**config.mk**
```make
export PLATFORM = sky130hd
export DESIGN_NAME = utf8_stream_decoder_unit
export DESIGN_NICKNAME = d
export VERILOG_FILES = /design/src/rtl/utf8sd_pkg.sv /design/src/rtl/utf8sd_decode.sv /design/src/rtl/utf8sd_out_reg.sv /design/src/rtl/utf8_stream_decoder_unit.sv
export VERILOG_INCLUDE_DIRS = /design/src /design/src/rtl
export SDC_FILE = /design/constraint.sdc
export NUM_CORES = 1
export LEC_CHECK = 0
export BUFFER_PORTS_ARGS = -buffer_cell sky130_fd_sc_hd__buf_2
export CAP_MARGIN = 40
export CORE_MARGIN = 2
export CORE_UTILIZATION = 40
export DETAILED_ROUTE_END_ITERATION = 8
export PLACE_DENSITY = 0.56
export SYNTH_ARGS = -nofsm -noshare
export SYNTH_HDL_FRONTEND = slang
export SYNTH_HIERARCHICAL = 1
export SYNTH_SLANG_ARGS = --single-unit
```
**constraint.sdc**
```tcl
create_clock -name aclk -period 13.2 [get_ports aclk]
set_input_delay 0.66 -clock aclk [delete_from_list [all_inputs] [get_ports aclk]]
set_output_delay 0.66 -clock aclk [all_outputs]
set_load 0.01 [all_outputs]
```
**src/rtl/utf8_stream_decoder_unit_defines.svh**
```systemverilog
// Assertion macros shared by the UTF-8 stream decoder RTL.
// Used by files that include this header; expects aclk and aresetn in scope.
`ifndef UTF8_STREAM_DECODER_UNIT_DEFINES_SVH
`define UTF8_STREAM_DECODER_UNIT_DEFINES_SVH
`ifndef SYNTH
// same-cycle implication, checked out of reset
`define UTF8SD_ASSERT_IMPL(lbl, ante, cons) \
    lbl: assert property (@(posedge aclk) disable iff (!aresetn) (ante) |-> (cons)) \
        else $error("utf8 decoder assertion failed");
// next-cycle implication, checked out of reset
`define UTF8SD_ASSERT_NEXT(lbl, ante, cons) \
    lbl: assert property (@(posedge aclk) disable iff (!aresetn) (ante) |=> (cons)) \
        else $error("utf8 decoder assertion failed");
`else
`define UTF8SD_ASSERT_IMPL(lbl, ante, cons)
`define UTF8SD_ASSERT_NEXT(lbl, ante, cons)
`endif
`endif

```
**src/rtl/utf8sd_pkg.sv**
```systemverilog
// Package for the UTF-8 stream decoder: types, constants and byte-class helpers.
// No dependencies; used by every module of the block.
`timescale 1ns / 1ps

package utf8sd_pkg;

    localparam int BUF_DEPTH   = 4;
    localparam int CP_W        = 21;
    localparam int TDATA_OUT_W = 24;
    localparam int TDATA_IN_W  = 8;

    localparam logic [7:0] ASCII_LIMIT = 8'h80;
    localparam logic [7:0] LEAD2_MASK  = 8'hE0;
    localparam logic [7:0] LEAD2_CODE  = 8'hC0;
    localparam logic [7:0] LEAD3_MASK  = 8'hF0;
    localparam logic [7:0] LEAD3_CODE  = 8'hE0;
    localparam logic [7:0] LEAD4_MASK  = 8'hF8;
    localparam logic [7:0] LEAD4_CODE  = 8'hF0;
    localparam logic [7:0] CONT_MASK   = 8'hC0;
    localparam logic [7:0] CONT_CODE   = 8'h80;

    localparam logic [2:0] LEN_NONE = 3'd0;
    localparam logic [2:0] LEN_TWO  = 3'd2;
    localparam logic [2:0] LEN_THREE = 3'd3;
    localparam logic [2:0] LEN_FOUR = 3'd4;

    localparam logic [CP_W-1:0] CP_MAX  = 21'h10FFFF;
    localparam logic [CP_W-1:0] SURR_LO = 21'h00D800;
    localparam logic [CP_W-1:0] SURR_HI = 21'h00DFFF;

    typedef logic [BUF_DEPTH-1:0][7:0] bytes4_t;

    // decode of the buffer front
    typedef struct packed {
        logic            work;       // a result is due from the buffer
        logic            last;       // this result ends the run of the current byte
        logic [CP_W-1:0] value;      // code point or raw lead byte
        logic [2:0]      rem_count;  // bytes left after this result is taken
    } dec_t;

    // one result item
    typedef struct packed {
        logic [CP_W-1:0] value;
        logic            string_done;
        logic            run_done;
    } res_t;

    // total length announced by a lead byte, LEN_NONE if not a multi-byte lead
    function automatic logic [2:0] seq_len(input logic [7:0] b);
        logic [2:0] len;
        len = LEN_NONE;
        if ((b & LEAD2_MASK) == LEAD2_CODE) begin
            len = LEN_TWO;
        end else if ((b & LEAD3_MASK) == LEAD3_CODE) begin
            len = LEN_THREE;
        end else if ((b & LEAD4_MASK) == LEAD4_CODE) begin
            len = LEN_FOUR;
        end
        return len;
    endfunction

    function automatic logic is_cont(input logic [7:0] b);
        return (b & CONT_MASK) == CONT_CODE;
    endfunction

    // all bytes after the lead that are both present and needed are continuations
    function automatic logic prefix_ok(input bytes4_t b, input logic [2:0] n,
                                       input logic [2:0] len);
        logic ok;
        ok = 1'b1;
        for (int k = 1; k < BUF_DEPTH; k++) begin
            if ((3'(k) < len) && (3'(k) < n) && !is_cont(b[k])) begin
                ok = 1'b0;
            end
        end
        return ok;
    endfunction

    // the buffer holds a valid but incomplete sequence
    function automatic logic partial_seq(input bytes4_t b, input logic [2:0] n);
        logic [2:0] len;
        len = seq_len(b[0]);
        return (n != 3'd0) && (len != LEN_NONE) && (n < len) && prefix_ok(b, n, len);
    endfunction

endpackage

```
**src/rtl/utf8sd_decode.sv**
```systemverilog
// Front decoder: finds the next result in the byte buffer and the bytes left after it.
// Depends on utf8sd_pkg.
`timescale 1ns / 1ps

module utf8sd_decode (
    input  utf8sd_pkg::bytes4_t buf_bytes,
    input  logic [2:0]          buf_count,
    input  logic                final_flag,
    output utf8sd_pkg::dec_t    dec,
    output utf8sd_pkg::bytes4_t rem_bytes
);

    logic [2:0]                  len;
    logic                        ok;
    logic                        complete;
    logic [utf8sd_pkg::CP_W-1:0] cp;
    logic                        in_range;
    logic [2:0]                  consume;
    logic [2:0]                  idx;
    logic [2:0]                  rem_n;
    logic                        front_work;
    logic [utf8sd_pkg::CP_W-1:0] front_value;

    // assemble the code point from lead and continuation payload bits
    always_comb begin
        case (len)
            utf8sd_pkg::LEN_TWO: begin
                cp = {10'd0, buf_bytes[0][4:0], buf_bytes[1][5:0]};
            end
            utf8sd_pkg::LEN_THREE: begin
                cp = {5'd0, buf_bytes[0][3:0], buf_bytes[1][5:0], buf_bytes[2][5:0]};
            end
            utf8sd_pkg::LEN_FOUR: begin
                cp = {buf_bytes[0][2:0], buf_bytes[1][5:0], buf_bytes[2][5:0],
                      buf_bytes[3][5:0]};
            end
            default: begin
                cp = '0;
            end
        endcase
    end

    // classify the front of the buffer
    always_comb begin
        len      = utf8sd_pkg::seq_len(buf_bytes[0]);
        ok       = utf8sd_pkg::prefix_ok(buf_bytes, buf_count, len);
        complete = buf_count >= len;
        in_range = (cp <= utf8sd_pkg::CP_MAX) &&
                   !((cp >= utf8sd_pkg::SURR_LO) && (cp <= utf8sd_pkg::SURR_HI));

        front_work  = 1'b1;
        front_value = {13'd0, buf_bytes[0]};
        consume     = 3'd1;
        if (buf_count == 3'd0) begin
            front_work = 1'b0;
            consume    = 3'd0;
        end else if ((len == utf8sd_pkg::LEN_NONE) || !ok) begin
            // plain byte, invalid lead or broken sequence: raw lead
            consume = 3'd1;
        end else if (!complete) begin
            // open sequence: raw lead at end of string, else keep waiting
            if (!final_flag) begin
                front_work = 1'b0;
                consume    = 3'd0;
            end
        end else if (in_range) begin
            front_value = cp;
            consume     = len;
        end
    end

    // shift out the consumed bytes
    always_comb begin
        rem_n = buf_count - consume;
        for (int k = 0; k < utf8sd_pkg::BUF_DEPTH; k++) begin
            idx = 3'(k) + consume;
            rem_bytes[k] = (idx < 3'(utf8sd_pkg::BUF_DEPTH)) ? buf_bytes[idx[1:0]] : 8'd0;
        end
        dec.work      = front_work;
        dec.value     = front_value;
        dec.rem_count = rem_n;
        dec.last      = (rem_n == 3'd0) ||
                        (!final_flag && utf8sd_pkg::partial_seq(rem_bytes, rem_n));
    end

endmodule

```
**src/rtl/utf8sd_out_reg.sv**
```systemverilog
// Result register with a skid stage in front of the master stream port.
// Depends on utf8sd_pkg and utf8_stream_decoder_unit_defines.svh.
`timescale 1ns / 1ps
`include "utf8_stream_decoder_unit_defines.svh"

module utf8sd_out_reg (
    input  logic                                aclk,
    input  logic                                aresetn,
    input  logic                                in_valid,
    input  utf8sd_pkg::res_t                    in_res,
    output logic                                in_ready,
    output logic                                m_tvalid,
    input  logic                                m_tready,
    output logic [utf8sd_pkg::TDATA_OUT_W-1:0]  m_tdata,   // [20:0] code_point
    output logic                                m_tlast,   // string_done
    output logic                                m_tuser    // [0] run_done
);

    logic             m_tvalid_reg;
    logic             m_tvalid_next;
    logic             skid_valid_reg;
    logic             skid_valid_next;
    utf8sd_pkg::res_t main_reg;
    utf8sd_pkg::res_t main_next;
    utf8sd_pkg::res_t skid_reg;
    utf8sd_pkg::res_t skid_next;

    // advance the main register when it drains, park in the skid stage on a stall
    always_comb begin
        m_tvalid_next   = m_tvalid_reg;
        skid_valid_next = skid_valid_reg;
        main_next       = main_reg;
        skid_next       = skid_reg;
        if (!m_tvalid_reg || m_tready) begin
            if (skid_valid_reg) begin
                main_next       = skid_reg;
                m_tvalid_next   = 1'b1;
                skid_valid_next = 1'b0;
            end else begin
                main_next     = in_res;
                m_tvalid_next = in_valid;
            end
        end else if (in_valid && !skid_valid_reg) begin
            skid_next       = in_res;
            skid_valid_next = 1'b1;
        end
    end

    always_ff @(posedge aclk) begin
        if (!aresetn) begin
            m_tvalid_reg   <= 1'b0;
            skid_valid_reg <= 1'b0;
        end else begin
            m_tvalid_reg   <= m_tvalid_next;
            skid_valid_reg <= skid_valid_next;
        end
    end

    always_ff @(posedge aclk) begin
        main_reg <= main_next;
        skid_reg <= skid_next;
    end

    assign in_ready = !skid_valid_reg;
    assign m_tvalid = m_tvalid_reg;
    assign m_tdata  = {3'd0, main_reg.value};
    assign m_tlast  = main_reg.string_done;
    assign m_tuser  = main_reg.run_done;

    `UTF8SD_ASSERT_IMPL(a_skid_behind_main, skid_valid_reg, m_tvalid_reg)
    `UTF8SD_ASSERT_IMPL(a_skid_fill_on_stall, $rose(skid_valid_reg),
                        $past(m_tvalid_reg && !m_tready))

endmodule

```
**src/rtl/utf8_stream_decoder_unit.sv**
```systemverilog
// UTF-8 stream decoder top level: byte buffer, front decoder and result register.
// Reset (aresetn low, synchronous) empties the byte buffer and clears the result
// and skid valid flags. Bytes are registered in the byte buffer and results in the
// result register (or the skid stage on a stall), which drives m_tdata. Throughput
// while the output is ready: one byte per cycle if each byte yields at most one
// result; a byte releasing several results holds the input, one result per cycle.
// Depends on utf8sd_pkg, utf8sd_decode, utf8sd_out_reg and the defines header.
`timescale 1ns / 1ps
`include "utf8_stream_decoder_unit_defines.svh"

module utf8_stream_decoder_unit (
    input  logic                                aclk,
    input  logic                                aresetn,
    input  logic                                s_tvalid,
    output logic                                s_tready,
    input  logic [utf8sd_pkg::TDATA_IN_W-1:0]   s_tdata,   // [7:0] byte_in
    input  logic                                s_tlast,   // final_byte
    output logic                                m_tvalid,
    input  logic                                m_tready,
    output logic [utf8sd_pkg::TDATA_OUT_W-1:0]  m_tdata,   // [20:0] code_point
    output logic                                m_tlast,   // string_done
    output logic                                m_tuser    // [0] run_done
);

    utf8sd_pkg::bytes4_t buf_reg;
    utf8sd_pkg::bytes4_t buf_next;
    logic [2:0]          cnt_reg;
    logic [2:0]          cnt_next;
    logic                fin_reg;
    logic                fin_next;

    utf8sd_pkg::dec_t    dec;
    utf8sd_pkg::bytes4_t dec_rem;
    utf8sd_pkg::bytes4_t keep_bytes;
    logic [2:0]          keep_count;
    utf8sd_pkg::res_t    res;
    logic                out_ready;
    logic                emit_fire;
    logic                s_fire;

    utf8sd_decode u_decode (
        .buf_bytes  (buf_reg),
        .buf_count  (cnt_reg),
        .final_flag (fin_reg),
        .dec        (dec),
        .rem_bytes  (dec_rem)
    );

    // hand the front result to the output stage
    always_comb begin
        emit_fire       = dec.work && out_ready;
        s_tready        = !dec.work || (emit_fire && dec.last);
        s_fire          = s_tvalid && s_tready;
        res.value       = dec.value;
        res.run_done    = dec.last;
        res.string_done = dec.last && fin_reg;
    end

    // drop consumed bytes, then append an accepted transaction behind what is held
    always_comb begin
        keep_bytes = emit_fire ? dec_rem : buf_reg;
        keep_count = emit_fire ? dec.rem_count : cnt_reg;
        buf_next   = keep_bytes;
        for (int k = 0; k < utf8sd_pkg::BUF_DEPTH; k++) begin
            if (s_fire && (keep_count == 3'(k))) begin
                buf_next[k] = s_tdata;
            end
        end
        cnt_next = keep_count + {2'd0, s_fire};
        fin_next = s_fire ? s_tlast : fin_reg;
    end

    always_ff @(posedge aclk) begin
        if (!aresetn) begin
            cnt_reg <= 3'd0;
            fin_reg <= 1'b0;
        end else begin
            cnt_reg <= cnt_next;
            fin_reg <= fin_next;
        end
    end

    always_ff @(posedge aclk) begin
        buf_reg <= buf_next;
    end

    utf8sd_out_reg u_out_reg (
        .aclk     (aclk),
        .aresetn  (aresetn),
        .in_valid (emit_fire),
        .in_res   (res),
        .in_ready (out_ready),
        .m_tvalid (m_tvalid),
        .m_tready (m_tready),
        .m_tdata  (m_tdata),
        .m_tlast  (m_tlast),
        .m_tuser  (m_tuser)
    );

    `UTF8SD_ASSERT_IMPL(a_accept_on_last, s_fire && dec.work, emit_fire && dec.last)
    `UTF8SD_ASSERT_IMPL(a_held_not_final, !dec.work && (cnt_reg != 3'd0),
                        !fin_reg && (cnt_reg <= 3'd3))
    `UTF8SD_ASSERT_IMPL(a_string_done_ends_run, m_tvalid && m_tlast, m_tuser)

endmodule
```
-- Yosys cells after proc, flatten, opt, wreduce, memory -nomap -nowiden
Cells that the tools add are included.
- register bits: 84
- input port bits: 13
- output and inout port bits: 28
- logic and storage cells: 165
- add/subtract/negate cells: 5
- magnitude comparators: 25
- eq/ne operators: 18
- multiplexer cells: 46
- bitwise gates (word level): 2
- reductions and logical operators: 55
- operators with widths (kind ; number):
    $mux W8 ; 12
    $mux W21 ; 4
    $bmux W8 S2 ; 4
    $pmux W21 S3 ; 1
    $mux W3 ; 11
    $mux W32 ; 1
    $logic_and A1 B1 Y1 ; 27
    $lt A2 B3 Y1 const A ; 8
    $mux W23 ; 1
    $ge A21 B16 Y1 const B ; 1
    $le A21 B16 Y1 const B ; 1
    $le A21 B21 Y1 const B ; 1
    $eq A2 B2 Y1 const B ; 6
    $eq A3 B2 Y1 const B ; 4
    $logic_not A1 Y1 ; 12
    $logic_not A3 Y1 ; 4
    $lt A1 B3 Y1 const A ; 4
    $lt A2 B3 Y1 const B ; 4
    $lt A3 B3 Y1 const B ; 4
    $mux W1 ; 12
    $eq A5 B5 Y1 const B ; 2
    $eq A3 B3 Y1 const B ; 3
    $eq A4 B4 Y1 const B ; 2
    $reduce_bool A2 Y1 ; 4
    12 further kinds ; 18

-- Longest topological paths before layout
- depth in word-level cells: 35
- mapped depth: 31
- depth with buffers taken out: 30

-- Cells and area by module
Netlist, hierarchy kept.
- by module, submodules not included (module ; times used ; cells an instance ; area an instance (um2) ; sequential area each (um2)):
    utf8sd_out_reg ; 1 ; 84 ; 1865.5 ; 1421.4
    utf8sd_decode ; 1 ; 239 ; 1809.2 ; 0.0
    utf8_stream_decoder_unit ; 1 ; 102 ; 1701.6 ; 1041.0

-- Worst setup path before layout
OpenSTA, ideal clock, no wires.
- path type: reg2reg
- start point: register buf_reg[4] (netlist bit)
- end point: register buf_reg[0] (netlist bit) (enable)
- setup time: 0.387 ns
- data arrival time: 5.680 ns
- required time: 12.813 ns
- setup slack: 7.133 ns
- cell stages (with the launch flop): 27
- buffers on the path: 3
- period minus slack after synthesis: 6.067 ns
- cell sequence: edfxtp_1 > nor2b_4 > nand3_2 > inv_2 > clkbuf_1 > ha_1 > nor2b_1 > o21ai_0 > nand4_1 > nor3_2 > a21o_1 > buf_6 > clkinv_8 > buf_2 > ha_1 > inv_1 > fa_1 > xor2_1 > xnor2_1 > ha_1 > a211oi_1 > nand3_1 > a2111oi_0 > a41o_1 > and4b_1 > o21ai_4 > o31ai_1
- RTL lines (element ; line ; source):
    start, declared ; utf8_stream_decoder_unit.sv:25 ; utf8sd_pkg::bytes4_t buf_reg;
    start signal, assigned ; utf8_stream_decoder_unit.sv:84 ; buf_reg <= buf_next;

==> impl_results.md <==
- Worst reg-to-reg setup slack: 5.83 ns
- Cell count after synthesis: 425
- Fin Setup TNS: 0 ns
- Slew Limit Fails: 0
- Crit-path max cell delay: 0.60 ns
- Fillcell total: 1205
- Place WS: 5.91 ns
- Worst Skew: 0.0111 ns
- Cell repeated most along the worst path: ha_1
- DPL Wire Length: 8.92 mm
- Stages on worst setup path: 24
- Clk_lat worst skew: 0.36 ns
- Critical-path maximum fanout: 27
- Final worst path period share: 55.8%
- CP delay by family, top: compound AO/OA/AOI/OAI gates
- R2R cell count: 24
- Post-synth EDFFs: 78
- Synth top area share: 43.6%
- RSZ-0062 raised after global routing: no
- Largest cells by area after synthesis: edfxtp_1 44%, mux2_2 7.5%, mux4_2 5.9%, mux2_4 4.7%, mux2i_1 3.2%
- Port bufs: 37
- Fmax: 136 MHz
- Sink Count: 84
- Vias per std cell: 5.81
- Final net count: 485
- CP bufs+invs: 4
- Iteration-0 DRC Markers: 275
- Crit end category: flop
- Antenna cells: 0
- Met3 Resource Use GR: 3.09%
- Yosys warning total: 6
- Std cell rows: 42
- Max Root-Sink Buffers: 2
- #FFs+latches synth: 84
- Post-Syn Area: 5380 um2
- CP Launch Type: flop
- Die H: 120 um
- Cell taking the most area after synthesis: edfxtp_1
- IO Count: 41
- Gr busiest metal: met2
- CP startpoint: buf_reg[4]$_DFFE_PP_
- Core Region: 13200 um2
- Drt first pass iters: 7
- Final worst slack: 5.83 ns
- Die ar.: 14400 um2
- Total GRT Usage: 18.2%
- Post-cts resize count: 0
- DRT Wirelength: 12.6 mm
- CP Cell Sequence: nor2b_1 -> nand2_1 -> clkinv_1 -> ha_1 -> a32oi_1 -> nand3_1 -> o31ai_1 -> a21o_1 -> buf_4 -> clkinv_8 -> ha_1 -> inv_1 -> fa_1 -> xor2_1 -> xnor2_1 -> ha_1 -> a211oi_1 -> nand3_1 -> a2111oi_0 -> a41o_1 -> and4b_1 -> o21ai_4 -> nor3_4 -> mux2_2
- Final hold vios: 0
- Slowest-stage cell, CP: edfxtp_1
- Layout cell share with drive strength beyond 1: 33.1%
- Top FF cell, synth: edfxtp_1
- Post-synthesis sequential area ratio: 45.8%
- M2 GR Usage: 27.2%
- Root Driver: clkbuf_16
- Area Growth Syn to Fin: 11.4%
- TritonCTS Buffers: 9
- DRC Markers: 0
- Initial antenna violation count: 0
- Final hold slack: 0.546 ns
- Synth cell types: 73
- Slew HR: 42.6%
- Status: complete, no violations
- Final antenna-violating net count: 0
- Via count: 3725
- Min-delay worst type: flop to flop
- TritonCTS clock tree: yes
- Tmin final: 7.37 ns
- Postcts setup bufs: 0
- Met1 usage: 26.0%
- Crit path to: buf_reg[28]$_DFFE_PP_
- Avg Cell Area, Syn: 12.7 um2
- Setup violations, final: 0
- Max-cap viol count: 0
- Starting density of the core: 40.8%
- Most common cell after layout, fill and taps aside: edfxtp_1
- Reg2reg start: buf_reg[4]$_DFFE_PP_
- Die W: 120 um
- Grt total ovfl: 0
- Crit Path Category: flop to flop
- Drt wl/cell: 19.6 um
- Critical R2R Capture: buf_reg[28]$_DFFE_PP_
- H-tree levels: 3
- Largest net degree at the start of global routing: 34
- CTS Hold Buffers Added: 0
- Crit path required time: 13.31 ns
- Worst Tran Pin Value: 0.860 ns
- Max FFs per register: 32
- Worst-path clk slew: 0.06 ns
- Global-route wire length before repair: 19.9 mm
- Fraction of registers with async set/reset: 0%
- Placer Congestion: 0.862
- Crit path DAT: 7.48 ns
- Most frequent cells in the layout: 78 x edfxtp_1, 37 x buf_2, 36 x mux2_2, 21 x nor2_1
- Vias in the first global route: 3509
[worst register-to-register path, delay by kind of cell (launching register included)]
kind                     cells  cell delay (ns)
buffers and inverters        4             1.06
XOR/XNOR                     2             0.63
AND/OR/NAND/NOR              6             1.44
flip-flops                   1             0.60
AO/OA/AOI/OAI                7             1.86
multiplexers                 1             0.41
adder cells (fa/ha/maj)      4             1.13
[worst min-delay path by stage]
stage	startpoint	endpoint	cells past startpoint
after detailed placement	u_out_reg/skid_reg[21]$_DFFE_PP_	u_out_reg/m_tdata[19]$_DFFE_PP_	1
after global placement	u_out_reg/skid_reg[18]$_DFFE_PP_	u_out_reg/m_tdata[16]$_DFFE_PP_	1
after global routing	u_out_reg/skid_reg[12]$_DFFE_PP_	u_out_reg/m_tdata[10]$_DFFE_PP_	1
after floorplan	fin_reg$_SDFFE_PN0P_	fin_reg$_SDFFE_PN0P_	2
after CTS	u_out_reg/skid_reg[12]$_DFFE_PP_	u_out_reg/m_tdata[10]$_DFFE_PP_	1
final	u_out_reg/skid_reg[12]$_DFFE_PP_	u_out_reg/m_tdata[10]$_DFFE_PP_	1
[cells by family after synthesis]
kind of cell	Yosys count	share of synthesized area, %
muxes	87	22.2
DFF	84	45.8
buffers and inverters	42	4.51
other	1	0.0697
and+or+nand+nor	124	14.1
AOI/OAI and AO/OA	70	9.64
adders and majority gates	12	2.93
xor gates and xnor gates	5	0.815
[cell usage after synthesis (8+ instances only)]
cell / instances
a21oi_1: 20
a222oi_1: 8
and2_1: 13
clkbuf_1: 9
edfxtp_1: 78
ha_1: 11
inv_1: 12
mux2_2: 36
mux2_4: 17
mux2i_1: 17
mux4_2: 14
nand2_1: 20
nand3_1: 11
nor2_1: 21
nor2b_1: 17
[metal layers]
layer	part of all wire (%)	vias to the layer above
met5	0	-
met4	2.2	0
met3	5.4	17
met2	46	135
met1	46	1869
li1	-	1704
[metrics by stage]
step / instances / util [%] / area [um2]
CTS: 641 / 45.4 / 5990
floorplan: 427 / - / 5380
global route: 641 / 45.4 / 5990
finish: 641 / 45.4 / 5990
global placement: 624 / 43.2 / 5700
detailed placement: 625 / 43.3 / 5710
[cell type report]
type,instances,area (um2),area share [%]
clock buffers,10,229,3.82
clock inverters,6,48.8,0.815
inverters,17,76.3,1.27
multi-input cells,301,2690,44.9
flip-flops and latches,84,2460,41.1
well taps,176,220,3.68
repair buffers,47,260,4.35
Power is left out: the tool's default activity adds up to more than one toggle a clock period on the data nets, which glitch-free logic cannot reach.
